==> src/sv/dtem_pkg.sv <==
// Package for the debounced temperature excursion monitor.
// Holds the word, configuration and state types and the fixed constants.
// No dependencies.
package dtem_pkg;

    localparam int TEMP_W = 16;
    localparam int HUM_W  = 14;
    localparam int CNT_W  = 32;
    localparam int RUN_W  = 16;
    localparam int CFG_W  = 16;

    localparam logic [RUN_W-1:0]         RUN_MAX         = '1;
    localparam logic signed [TEMP_W-1:0] SAMPLE_FLOOR_CC = -16'sd27215;
    localparam logic signed [TEMP_W-1:0] MIN_INIT_CC     = 16'sd32767;
    localparam logic signed [TEMP_W-1:0] MAX_INIT_CC     = -16'sd32768;

    localparam logic                     RST_SOURCE_IS_PROBE = 1'b1;
    localparam logic signed [TEMP_W-1:0] RST_TEMP_LOW_CC     = 16'sd200;
    localparam logic signed [TEMP_W-1:0] RST_TEMP_HIGH_CC    = 16'sd800;
    localparam logic [15:0]              RST_DEBOUNCE_COUNT  = 16'd3;
    localparam logic [15:0]              RST_SAMPLE_PERIOD_S = 16'd300;
    localparam logic                     RST_HUM_CHECK_EN    = 1'b0;
    localparam logic [HUM_W-1:0]         RST_HUM_LOW_CPCT    = 14'd1000;
    localparam logic [HUM_W-1:0]         RST_HUM_HIGH_CPCT   = 14'd6000;

    typedef enum logic [2:0] {
        REG_SOURCE_IS_PROBE = 3'd0,
        REG_TEMP_LOW_CC     = 3'd1,
        REG_TEMP_HIGH_CC    = 3'd2,
        REG_DEBOUNCE_COUNT  = 3'd3,
        REG_SAMPLE_PERIOD_S = 3'd4,
        REG_HUM_CHECK_EN    = 3'd5,
        REG_HUM_LOW_CPCT    = 3'd6,
        REG_HUM_HIGH_CPCT   = 3'd7
    } cfg_index_t;

    typedef struct packed {
        logic                     probe_valid;
        logic signed [TEMP_W-1:0] probe_temp;
        logic                     ambient_valid;
        logic signed [TEMP_W-1:0] ambient_cc;
        logic                     hum_valid;
        logic [HUM_W-1:0]         humidity_raw;
    } in_word_t;

    typedef struct packed {
        logic                     exc_low;
        logic                     exc_high;
        logic                     exc_hum;
        logic                     alarm_flag;
        logic                     alarm_rise;
        logic [CNT_W-1:0]         event_total;
        logic [CNT_W-1:0]         seconds_low;
        logic [CNT_W-1:0]         seconds_high;
        logic signed [TEMP_W-1:0] lowest_cc;
        logic signed [TEMP_W-1:0] highest_cc;
        logic [CNT_W-1:0]         sample_total;
    } out_word_t;

    typedef struct packed {
        logic                     source_is_probe;
        logic signed [TEMP_W-1:0] temp_low_cc;
        logic signed [TEMP_W-1:0] temp_high_cc;
        logic [15:0]              debounce_count;
        logic [15:0]              sample_period_s;
        logic                     hum_check_enable;
        logic [HUM_W-1:0]         hum_low_cpct;
        logic [HUM_W-1:0]         hum_high_cpct;
    } cfg_t;

    typedef struct packed {
        logic                     alarm_latched;
        logic [RUN_W-1:0]         run_length;
        logic [CNT_W-1:0]         event_count;
        logic [CNT_W-1:0]         low_seconds;
        logic [CNT_W-1:0]         high_seconds;
        logic signed [TEMP_W-1:0] min_seen;
        logic signed [TEMP_W-1:0] max_seen;
        logic [CNT_W-1:0]         sample_count;
    } state_t;

endpackage

==> src/sv/dtem_cfg_regs.sv <==
// Configuration register file of the excursion monitor.
// Uses dtem_pkg for the register index codes, reset values and cfg_t.
module dtem_cfg_regs (
    input  logic                      aclk,
    input  logic                      aresetn,
    input  logic                      cfg_wr_en,
    input  logic [2:0]                cfg_addr,
    input  logic [dtem_pkg::CFG_W-1:0] cfg_wdata,
    output dtem_pkg::cfg_t            cfg
);

    dtem_pkg::cfg_t     cfg_reg;
    dtem_pkg::cfg_index_t idx;

    assign idx = dtem_pkg::cfg_index_t'(cfg_addr);
    assign cfg = cfg_reg;

    always_ff @(posedge aclk) begin
        if (!aresetn) begin
            cfg_reg.source_is_probe  <= dtem_pkg::RST_SOURCE_IS_PROBE;
            cfg_reg.temp_low_cc      <= dtem_pkg::RST_TEMP_LOW_CC;
            cfg_reg.temp_high_cc     <= dtem_pkg::RST_TEMP_HIGH_CC;
            cfg_reg.debounce_count   <= dtem_pkg::RST_DEBOUNCE_COUNT;
            cfg_reg.sample_period_s  <= dtem_pkg::RST_SAMPLE_PERIOD_S;
            cfg_reg.hum_check_enable <= dtem_pkg::RST_HUM_CHECK_EN;
            cfg_reg.hum_low_cpct     <= dtem_pkg::RST_HUM_LOW_CPCT;
            cfg_reg.hum_high_cpct    <= dtem_pkg::RST_HUM_HIGH_CPCT;
        end else if (cfg_wr_en) begin
            case (idx)
                dtem_pkg::REG_SOURCE_IS_PROBE: cfg_reg.source_is_probe  <= cfg_wdata[0];
                dtem_pkg::REG_TEMP_LOW_CC:     cfg_reg.temp_low_cc      <= cfg_wdata;
                dtem_pkg::REG_TEMP_HIGH_CC:    cfg_reg.temp_high_cc     <= cfg_wdata;
                dtem_pkg::REG_DEBOUNCE_COUNT:  cfg_reg.debounce_count   <= cfg_wdata;
                dtem_pkg::REG_SAMPLE_PERIOD_S: cfg_reg.sample_period_s  <= cfg_wdata;
                dtem_pkg::REG_HUM_CHECK_EN:    cfg_reg.hum_check_enable <= cfg_wdata[0];
                dtem_pkg::REG_HUM_LOW_CPCT:
                    cfg_reg.hum_low_cpct <= cfg_wdata[dtem_pkg::HUM_W-1:0];
                dtem_pkg::REG_HUM_HIGH_CPCT:
                    cfg_reg.hum_high_cpct <= cfg_wdata[dtem_pkg::HUM_W-1:0];
                default: ;
            endcase
        end
    end

endmodule

==> src/sv/dtem_eval.sv <==
// Per-word evaluation: window compares, run counter, statistics update.
// Combinational; uses dtem_pkg for word, configuration and state types.
module dtem_eval (
    input  dtem_pkg::cfg_t      cfg,
    input  dtem_pkg::state_t    st,
    input  dtem_pkg::in_word_t  word,
    output dtem_pkg::state_t    st_next,
    output dtem_pkg::out_word_t result
);

    logic                             valid;
    logic signed [dtem_pkg::TEMP_W-1:0] t;
    logic                             is_low;
    logic                             is_high;
    logic                             outside;
    logic                             hum_bad;
    logic                             stepped;
    logic [dtem_pkg::RUN_W-1:0]       run_inc;
    logic [dtem_pkg::CNT_W-1:0]       period_ext;

    assign valid = cfg.source_is_probe ? word.probe_valid : word.ambient_valid;
    assign t     = cfg.source_is_probe ? word.probe_temp : word.ambient_cc;

    assign is_low     = t < cfg.temp_low_cc;
    assign is_high    = !is_low && (t > cfg.temp_high_cc);
    assign outside    = is_low || is_high;
    assign hum_bad    = cfg.hum_check_enable && word.hum_valid &&
                        ((word.humidity_raw < cfg.hum_low_cpct) ||
                         (word.humidity_raw > cfg.hum_high_cpct));
    assign stepped    = st.run_length != dtem_pkg::RUN_MAX;
    assign run_inc    = stepped ? st.run_length + 1'b1 : st.run_length;
    assign period_ext = {{(dtem_pkg::CNT_W-16){1'b0}}, cfg.sample_period_s};

    always_comb begin
        st_next = st;
        result  = '0;
        if (valid) begin
            if (is_low) begin
                st_next.low_seconds = st.low_seconds + period_ext;
            end
            if (is_high) begin
                st_next.high_seconds = st.high_seconds + period_ext;
            end
            if (outside) begin
                st_next.run_length = run_inc;
                if (stepped && (run_inc == cfg.debounce_count)) begin
                    st_next.event_count = st.event_count + 1'b1;
                    result.alarm_rise   = 1'b1;
                end
                if (run_inc >= cfg.debounce_count) begin
                    st_next.alarm_latched = 1'b1;
                end
            end else begin
                st_next.run_length = '0;
            end
            if (t < st.min_seen) begin
                st_next.min_seen = t;
            end
            if (t > st.max_seen) begin
                st_next.max_seen = t;
            end
            if (t > dtem_pkg::SAMPLE_FLOOR_CC) begin
                st_next.sample_count = st.sample_count + 1'b1;
            end
            result.exc_low    = is_low;
            result.exc_high   = is_high;
            result.exc_hum    = hum_bad;
            result.alarm_flag = st_next.alarm_latched;
        end
        result.event_total  = st_next.event_count;
        result.seconds_low  = st_next.low_seconds;
        result.seconds_high = st_next.high_seconds;
        result.lowest_cc    = st_next.min_seen;
        result.highest_cc   = st_next.max_seen;
        result.sample_total = st_next.sample_count;
    end

endmodule

==> src/sv/debounced_temperature_excursion_monitor.sv <==
// Top level of the debounced temperature excursion monitor.
// Input word register, monitor state, result register; uses dtem_pkg,
// dtem_cfg_regs and dtem_eval.
//
//   channel   direction   ports                          moves
//   s_        in          s_valid, s_ready, s_word       sensor record word
//   m_        out         m_valid, m_ready, m_word       result word
//   cfg_      in          cfg_wr_en, cfg_addr, cfg_wdata register write
//
// Each word passes the input register, then the result register; one word per cycle sustained while m_ready stays high.
// The state update and result compute sit between the input and result
// registers, and the state register feeds back through that update alone.
// Reset clears both valid flags, resets the state and restores the configuration defaults.
// A stalled result holds the result register and the input register;
// s_ready stays high while the input register is empty or its word can advance.
module debounced_temperature_excursion_monitor (
    input  logic                        aclk,
    input  logic                        aresetn,
    input  logic                        s_valid,
    output logic                        s_ready,
    input  dtem_pkg::in_word_t          s_word,
    output logic                        m_valid,
    input  logic                        m_ready,
    output dtem_pkg::out_word_t         m_word,
    input  logic                        cfg_wr_en,
    input  logic [2:0]                  cfg_addr,
    input  logic [dtem_pkg::CFG_W-1:0]  cfg_wdata
);

    dtem_pkg::cfg_t      cfg;
    dtem_pkg::in_word_t  in_word_reg;
    logic                in_valid_reg;
    dtem_pkg::state_t    st_reg;
    dtem_pkg::state_t    st_next;
    dtem_pkg::out_word_t result;
    dtem_pkg::out_word_t out_word_reg;
    logic                out_valid_reg;
    logic                advance;

    dtem_cfg_regs u_cfg (
        .aclk      (aclk),
        .aresetn   (aresetn),
        .cfg_wr_en (cfg_wr_en),
        .cfg_addr  (cfg_addr),
        .cfg_wdata (cfg_wdata),
        .cfg       (cfg)
    );

    dtem_eval u_eval (
        .cfg     (cfg),
        .st      (st_reg),
        .word    (in_word_reg),
        .st_next (st_next),
        .result  (result)
    );

    assign advance = in_valid_reg && (!out_valid_reg || m_ready);
    assign s_ready = !in_valid_reg || advance;
    assign m_valid = out_valid_reg;
    assign m_word  = out_word_reg;

    always_ff @(posedge aclk) begin
        if (!aresetn) begin
            in_valid_reg <= 1'b0;
        end else if (s_ready) begin
            in_valid_reg <= s_valid;
        end
    end

    always_ff @(posedge aclk) begin
        if (s_ready && s_valid) begin
            in_word_reg <= s_word;
        end
    end

    always_ff @(posedge aclk) begin
        if (!aresetn) begin
            out_valid_reg <= 1'b0;
        end else if (advance) begin
            out_valid_reg <= 1'b1;
        end else if (m_ready) begin
            out_valid_reg <= 1'b0;
        end
    end

    always_ff @(posedge aclk) begin
        if (advance) begin
            out_word_reg <= result;
        end
    end

    always_ff @(posedge aclk) begin
        if (!aresetn) begin
            st_reg.alarm_latched <= 1'b0;
            st_reg.run_length    <= '0;
            st_reg.event_count   <= '0;
            st_reg.low_seconds   <= '0;
            st_reg.high_seconds  <= '0;
            st_reg.min_seen      <= dtem_pkg::MIN_INIT_CC;
            st_reg.max_seen      <= dtem_pkg::MAX_INIT_CC;
            st_reg.sample_count  <= '0;
        end else if (advance) begin
            st_reg <= st_next;
        end
    end

endmodule
==> config.mk <==
export PLATFORM = sky130hd
export DESIGN_NAME = debounced_temperature_excursion_monitor
export DESIGN_NICKNAME = d
export VERILOG_FILES = /design/src/sv/dtem_pkg.sv /design/src/sv/dtem_cfg_regs.sv /design/src/sv/dtem_eval.sv /design/src/sv/debounced_temperature_excursion_monitor.sv
export SDC_FILE = /design/constraint.sdc
export NUM_CORES = 1
export LEC_CHECK = 0
export ABC_AREA = 1
export BUFFER_PORTS_ARGS = -buffer_cell sky130_fd_sc_hd__clkbuf_2
export CAP_MARGIN = 5
export CORE_MARGIN = 5
export CORE_UTILIZATION = 38
export CTS_BUF_LIST = sky130_fd_sc_hd__clkbuf_16
export CTS_CLUSTER_SIZE = 8
export DETAILED_ROUTE_END_ITERATION = 6
export PLACE_DENSITY = 0.52
export SYNTH_ARGS = -nofsm -noshare
export SYNTH_HDL_FRONTEND = slang
export SYNTH_SLANG_ARGS = --single-unit
==> constraint.sdc <==
create_clock -name aclk -period 17.3 [get_ports aclk]
set_clock_uncertainty 0.05 [all_clocks]
set_input_delay 5.19 -clock aclk [delete_from_list [all_inputs] [get_ports aclk]]
set_output_delay 5.19 -clock aclk [all_outputs]
set_load 0.05 [all_outputs]
# Word level (Yosys, flattened, before mapping)
# Index checks and enable logic that the tools add are counted.
[classes]
addsub = 5
n_lt_le_gt_ge = 8
n_eq_ne = 9
n_mux = 17
n_reduce_logical = 25
[op_table]
columns = ["operator", "n"]
rows = [
  ["160-bit 2-to-1 mux", 1],
  ["32-bit 2-to-1 mux", 5],
  ["16-bit 2-to-1 mux", 5],
  ["32-bit by 1-bit adder with 32-bit output, second input constant", 2],
  ["32-bit by 16-bit adder with 32-bit output", 2],
  ["16-bit > comparator", 2],
  ["16-bit < comparator", 2],
  ["2-bit AND reduction", 10],
  ["16-bit by 1-bit adder with 16-bit output, second input constant", 1],
  ["16-bit equality test", 1],
  ["16-bit greater-or-equal comparator", 1],
  ["16-bit > comparator, second input constant", 1],
  ["16-bit != test, second input constant", 1],
  ["14-bit > comparator", 1],
  ["14-bit < comparator", 1],
  ["3-bit equality test, second input constant", 4],
  ["3-bit by 2-bit equality test with 1-bit output, second input constant", 2],
  ["1-bit logical AND", 6],
  ["1-bit 2-to-1 mux", 6],
  ["1-bit logical OR", 4],
  ["3-bit by 1-bit equality test with 1-bit output, second input constant", 1],
  ["1-bit zero test", 3],
  ["3-bit zero test", 1],
  ["2-bit nonzero test", 1],
]
[word_totals]
ff_bits = 487
input_bits = 73
output_inout_bits = 167
wordCells = 99

# Logic depth before layout (Yosys ltp)
[depth]
ltp_word = 7
depth_mapped = 24
ltp_nobuf = 24

# Hierarchy
# A second synthesis with hierarchy kept.
[unflattened]
hier_cells = 3953
area_unflattened_um2 = 29046.6
[modules_own_cells]
columns = ["mod", "instances", "cells_each", "area_each_um2", "seq_area_each_um2"]
rows = [
  ["debounced_temperature_excursion_monitor", 1, 1353, 14293.7, 10009.6],
  ["dtem_eval", 1, 2084, 11086.9, 0.0],
  ["dtem_cfg_regs", 1, 516, 3666.0, 1881.8],
]

# Least setup slack after synthesis
# Ideal clock, no wire load.
[synth_timing]
path_kind = "input to register"
from = "input port m_ready"
to = "register st_reg[130] in the netlist's numbering"
setup_ns = 0.350
t_arrival_ns = 10.705
required_ns = 16.900
slack_ns = 6.195
stages = 7
path_buffers = 2
cell_sequence = "inv_1 nand2_1 nand2_1 inv_1 clkbuf_1 buf_1 a21oi_1"
[synth_between]
elab_chain_cells = 2
[synth_rtl]
columns = ["element", "line", "text"]
rows = [
  ["start, declared", "debounced_temperature_excursion_monitor.sv:23", "input logic m_ready,"],
  ["1-bit logical OR", "debounced_temperature_excursion_monitor.sv:57", "assign advance = in_valid_reg && (!out_valid_reg || m_ready);"],
  ["1-bit logical AND", "debounced_temperature_excursion_monitor.sv:57", ""],
  ["net advance", "debounced_temperature_excursion_monitor.sv:38", "logic advance;"],
  ["end signal, assigned", "debounced_temperature_excursion_monitor.sv:103", "st_reg <= st_next;"],
  ["end, declared", "debounced_temperature_excursion_monitor.sv:33", "dtem_pkg::state_t st_reg;"],
]
# The timed path passes the listed nets, and every way through them passes these cells.
# A chain may end at the register's enable or synchronous reset.

# Final worst setup path
[layout_timing]
from = "input port m_ready"
to = "output port s_ready"
[layout_between]
elab_chain_cells = 3
[layout_rtl]
columns = ["element", "line", "text"]
rows = [
  ["1-bit logical OR", "debounced_temperature_excursion_monitor.sv:57", ""],
  ["1-bit logical AND", "debounced_temperature_excursion_monitor.sv:57", ""],
  ["1-bit logical OR", "debounced_temperature_excursion_monitor.sv:58", "assign s_ready = !in_valid_reg || advance;"],
  ["end, declared", "debounced_temperature_excursion_monitor.sv:20", "output logic s_ready,"],
]
# No other way between the ends.

==> impl_metrics.toml <==
[floorplan]
io_pins = 240
die_area_sq_um = 74100
start_util = 0.382
rows = 96
coreArea_sq_um = 68500
die_height_um = 272
fp.dieW_um = 272

[cts]
cts_tree = "built"
clock-root-buffer = "clkbuf_16"
clock_sinks = 487
htree_levels = 3
cts_setup_buffers = 0
cts.clk_slew.worst_paths_ns = 0.05
ctsLongestPathBuffers = 3
clock_latency_ns = 0.60
numCtsBuffers = 71
ctsResizeCount = 0
cts_hold_buf = 0

[grt]
grt_pass1_vias = 21300
antenna_found_initial = 0
grt_overflow = 0
grt_pass1_wl_um = 118000
grt_use_total = 0.196
grt_max_degree = 200

[logic_synthesis]
ys_seq_area_frac = 0.455
synth-edff-count = 214
syn-cell-area_sq_um = 26100
yosysWarnings = 0
synth_async_sr_flop_share = 0
synth_fp_nets = 3600
synthFlopType = "dfxtp_1"
ys_seq_elements = 487
synth_top_area_frac = 0.246
synth_area_leaders = "edfxtp_1, dfxtp_1, nand2_1, inv_1, ha_1"
syn_avg_cell_area_sq_um = 7.72
ys_types = 53
yosysTopAreaCell = "edfxtp_1"
syn_inst = 3385

[place]
post-place-ws_ns = 6.34
dp.cells = 4389
numPortBuffers = 239
hpwl_um = 51600
gp_congestion = 0.874

[critical_path]
rrSetupSlack_ns = 12.59
r2r_cells = 18
critPathLaunchType = "input pin"
critPathKind = "in -> out"
critPathCaptureType = "primary output"
r2r-end = "st_reg[65]$_SDFFE_PN0P_"
crit_path_end = "s_ready"
r2r_start = "u_cfg.cfg[93]$_SDFFE_PN1P_"
cp.required_ns = 12.06
crit_fanout = 3
startpoint = "m_ready"
arrival_ns = 5.72

[timing]
fin_tns_setup_ns = 0
slew_viol_final = 0
tightestPinTransition_ns = 1.02
rsz0062_at_grt = "no"
fmax_mhz = 91.3
finalHoldViolCount = 0
fin_ws_ns = 6.34
hold-worst-slack_ns = 0.401
slew_headroom = 0.321
fin_crit_ns = 10.96
setup_viol = 0
min_period_over_period = 0.633

[routing]
drc = 0
drt_pass1_iterations = 5
drt-initial-drc-count = 1445
drt-total-wl_um = 74200
vias_per_cell = 4.95
wl_per_cell_um = 16.4
ant_nets = 0
num_vias = 22400

[layout]
layout-drive-gt1-share = 0.103
area_delta_synth_final_pct = 15.1
mostFrequentLayoutCells = "nand2_1, inv_1, a21oi_1, dfxtp_1, clkbuf_2"
final_common_cell = "nand2_1"
largest_register_ffs = 177
finalNonFillerCells = 4514
num-nets-final = 3795

[power_and_ir_drop]
ir_worst_vdd_uv = 68.3
power_density_nw_per_um2 = 102
p_leak_uw = 0.0138

[status]
status = "complete, no violations"

[hold_path]
hold_class = "reg -> reg"

[job]
maxCapViolations = 0
-- cell families (layout without fill, tap and decap cells) --
family,after synthesis,count (layout),share of synthesized area
and+or+nand+nor,1470,1470,0.244
buffers and inverters,621,867,0.0920
AOI/OAI and AO/OA,616,616,0.124
DFF,487,487,0.455
adders and majority gates,142,142,0.0685
xor gates and xnor gates,49,49,0.0164
other,0,1,0
-- layer usage --
layer	track usage	up-vias	routed length [um]
met5	0	-	0
met4	0.0458	0	1550
met3	0.0355	106	3360
met2	0.320	434	33900
met1	0.272	10200	35300
li1	-	11600	-
-- critical path, stage by stage --
cell	delay (ns)
clkbuf_2	0.08
inv_1	0.04
nand3_1	0.11
clkbuf_2	0.30
-- metrics by stage --
step	total power, uW	util	area [sq um]
floorplan	1690	-	26100
global placement	1830	0.409	28000
detailed placement	1830	0.409	28000
CTS	3120	0.439	30100
global route	3230	0.439	30100
finish	3080	0.439	30100
-- layout make-up --
type / instances / area (sq um)
repair buffers: 249 / 1290
clock buffers: 74 / 1850
diodes: 1 / 2.50
clock inverters: 50 / 213
inverters: 494 / 1870
well taps: 882 / 1100
multi-input cells: 2277 / 11900
flip-flops and latches: 487 / 11900
fillers: 7026 / 38400
-- cell usage after synthesis (7+ instances only) --
| cell type | count |
|---|---|
| nor4_1 | 14 |
| o21ai_0 | 234 |
| xnor2_1 | 24 |
| o211ai_1 | 16 |
| inv_1 | 487 |
| nor2_1 | 231 |
| edfxtp_1 | 214 |
| nor2_2 | 7 |
| nand3_1 | 220 |
| ha_1 | 140 |
| nand2_1 | 778 |
| buf_1 | 11 |
| nand4_1 | 116 |
| clkbuf_1 | 86 |
| o21ai_1 | 25 |
| buf_2 | 21 |
| xor2_1 | 25 |
| dfxtp_1 | 273 |
| a21oi_1 | 307 |
| and2_1 | 16 |
| nor3_1 | 53 |
-- worst min-delay path by stage --
| stage | from | endpoint | slack (ns) | depth (start not counted) |
|---|---|---|---|---|
| 2_1_floorplan | u_cfg.cfg[14]$_SDFFE_PN0P_ | u_cfg.cfg[14]$_SDFFE_PN0P_ | 0.37 | 2 |
| 3_3_place_gp | u_cfg.cfg[14]$_SDFFE_PN0P_ | u_cfg.cfg[14]$_SDFFE_PN0P_ | 0.39 | 2 |
| 3_5_place_dp | u_cfg.cfg[14]$_SDFFE_PN0P_ | u_cfg.cfg[14]$_SDFFE_PN0P_ | 0.40 | 2 |
| 4_1_cts | u_cfg.cfg[14]$_SDFFE_PN0P_ | u_cfg.cfg[14]$_SDFFE_PN0P_ | 0.40 | 2 |
| 5_1_grt | u_cfg.cfg[14]$_SDFFE_PN0P_ | u_cfg.cfg[14]$_SDFFE_PN0P_ | 0.42 | 2 |
| 6_report | u_cfg.cfg[14]$_SDFFE_PN0P_ | u_cfg.cfg[14]$_SDFFE_PN0P_ | 0.40 | 2 |
-- power by group --
| group | total (uW) | switching (uW) | internal (uW) |
|---|---|---|---|
| Sequential | 1320 | 42.4 | 1280 |
| Clock | 1280 | 513 | 763 |
| Combinational | 478 | 354 | 124 |
| Total | 3080 | 910 | 2170 |
(Power assumes the default switching activity.)
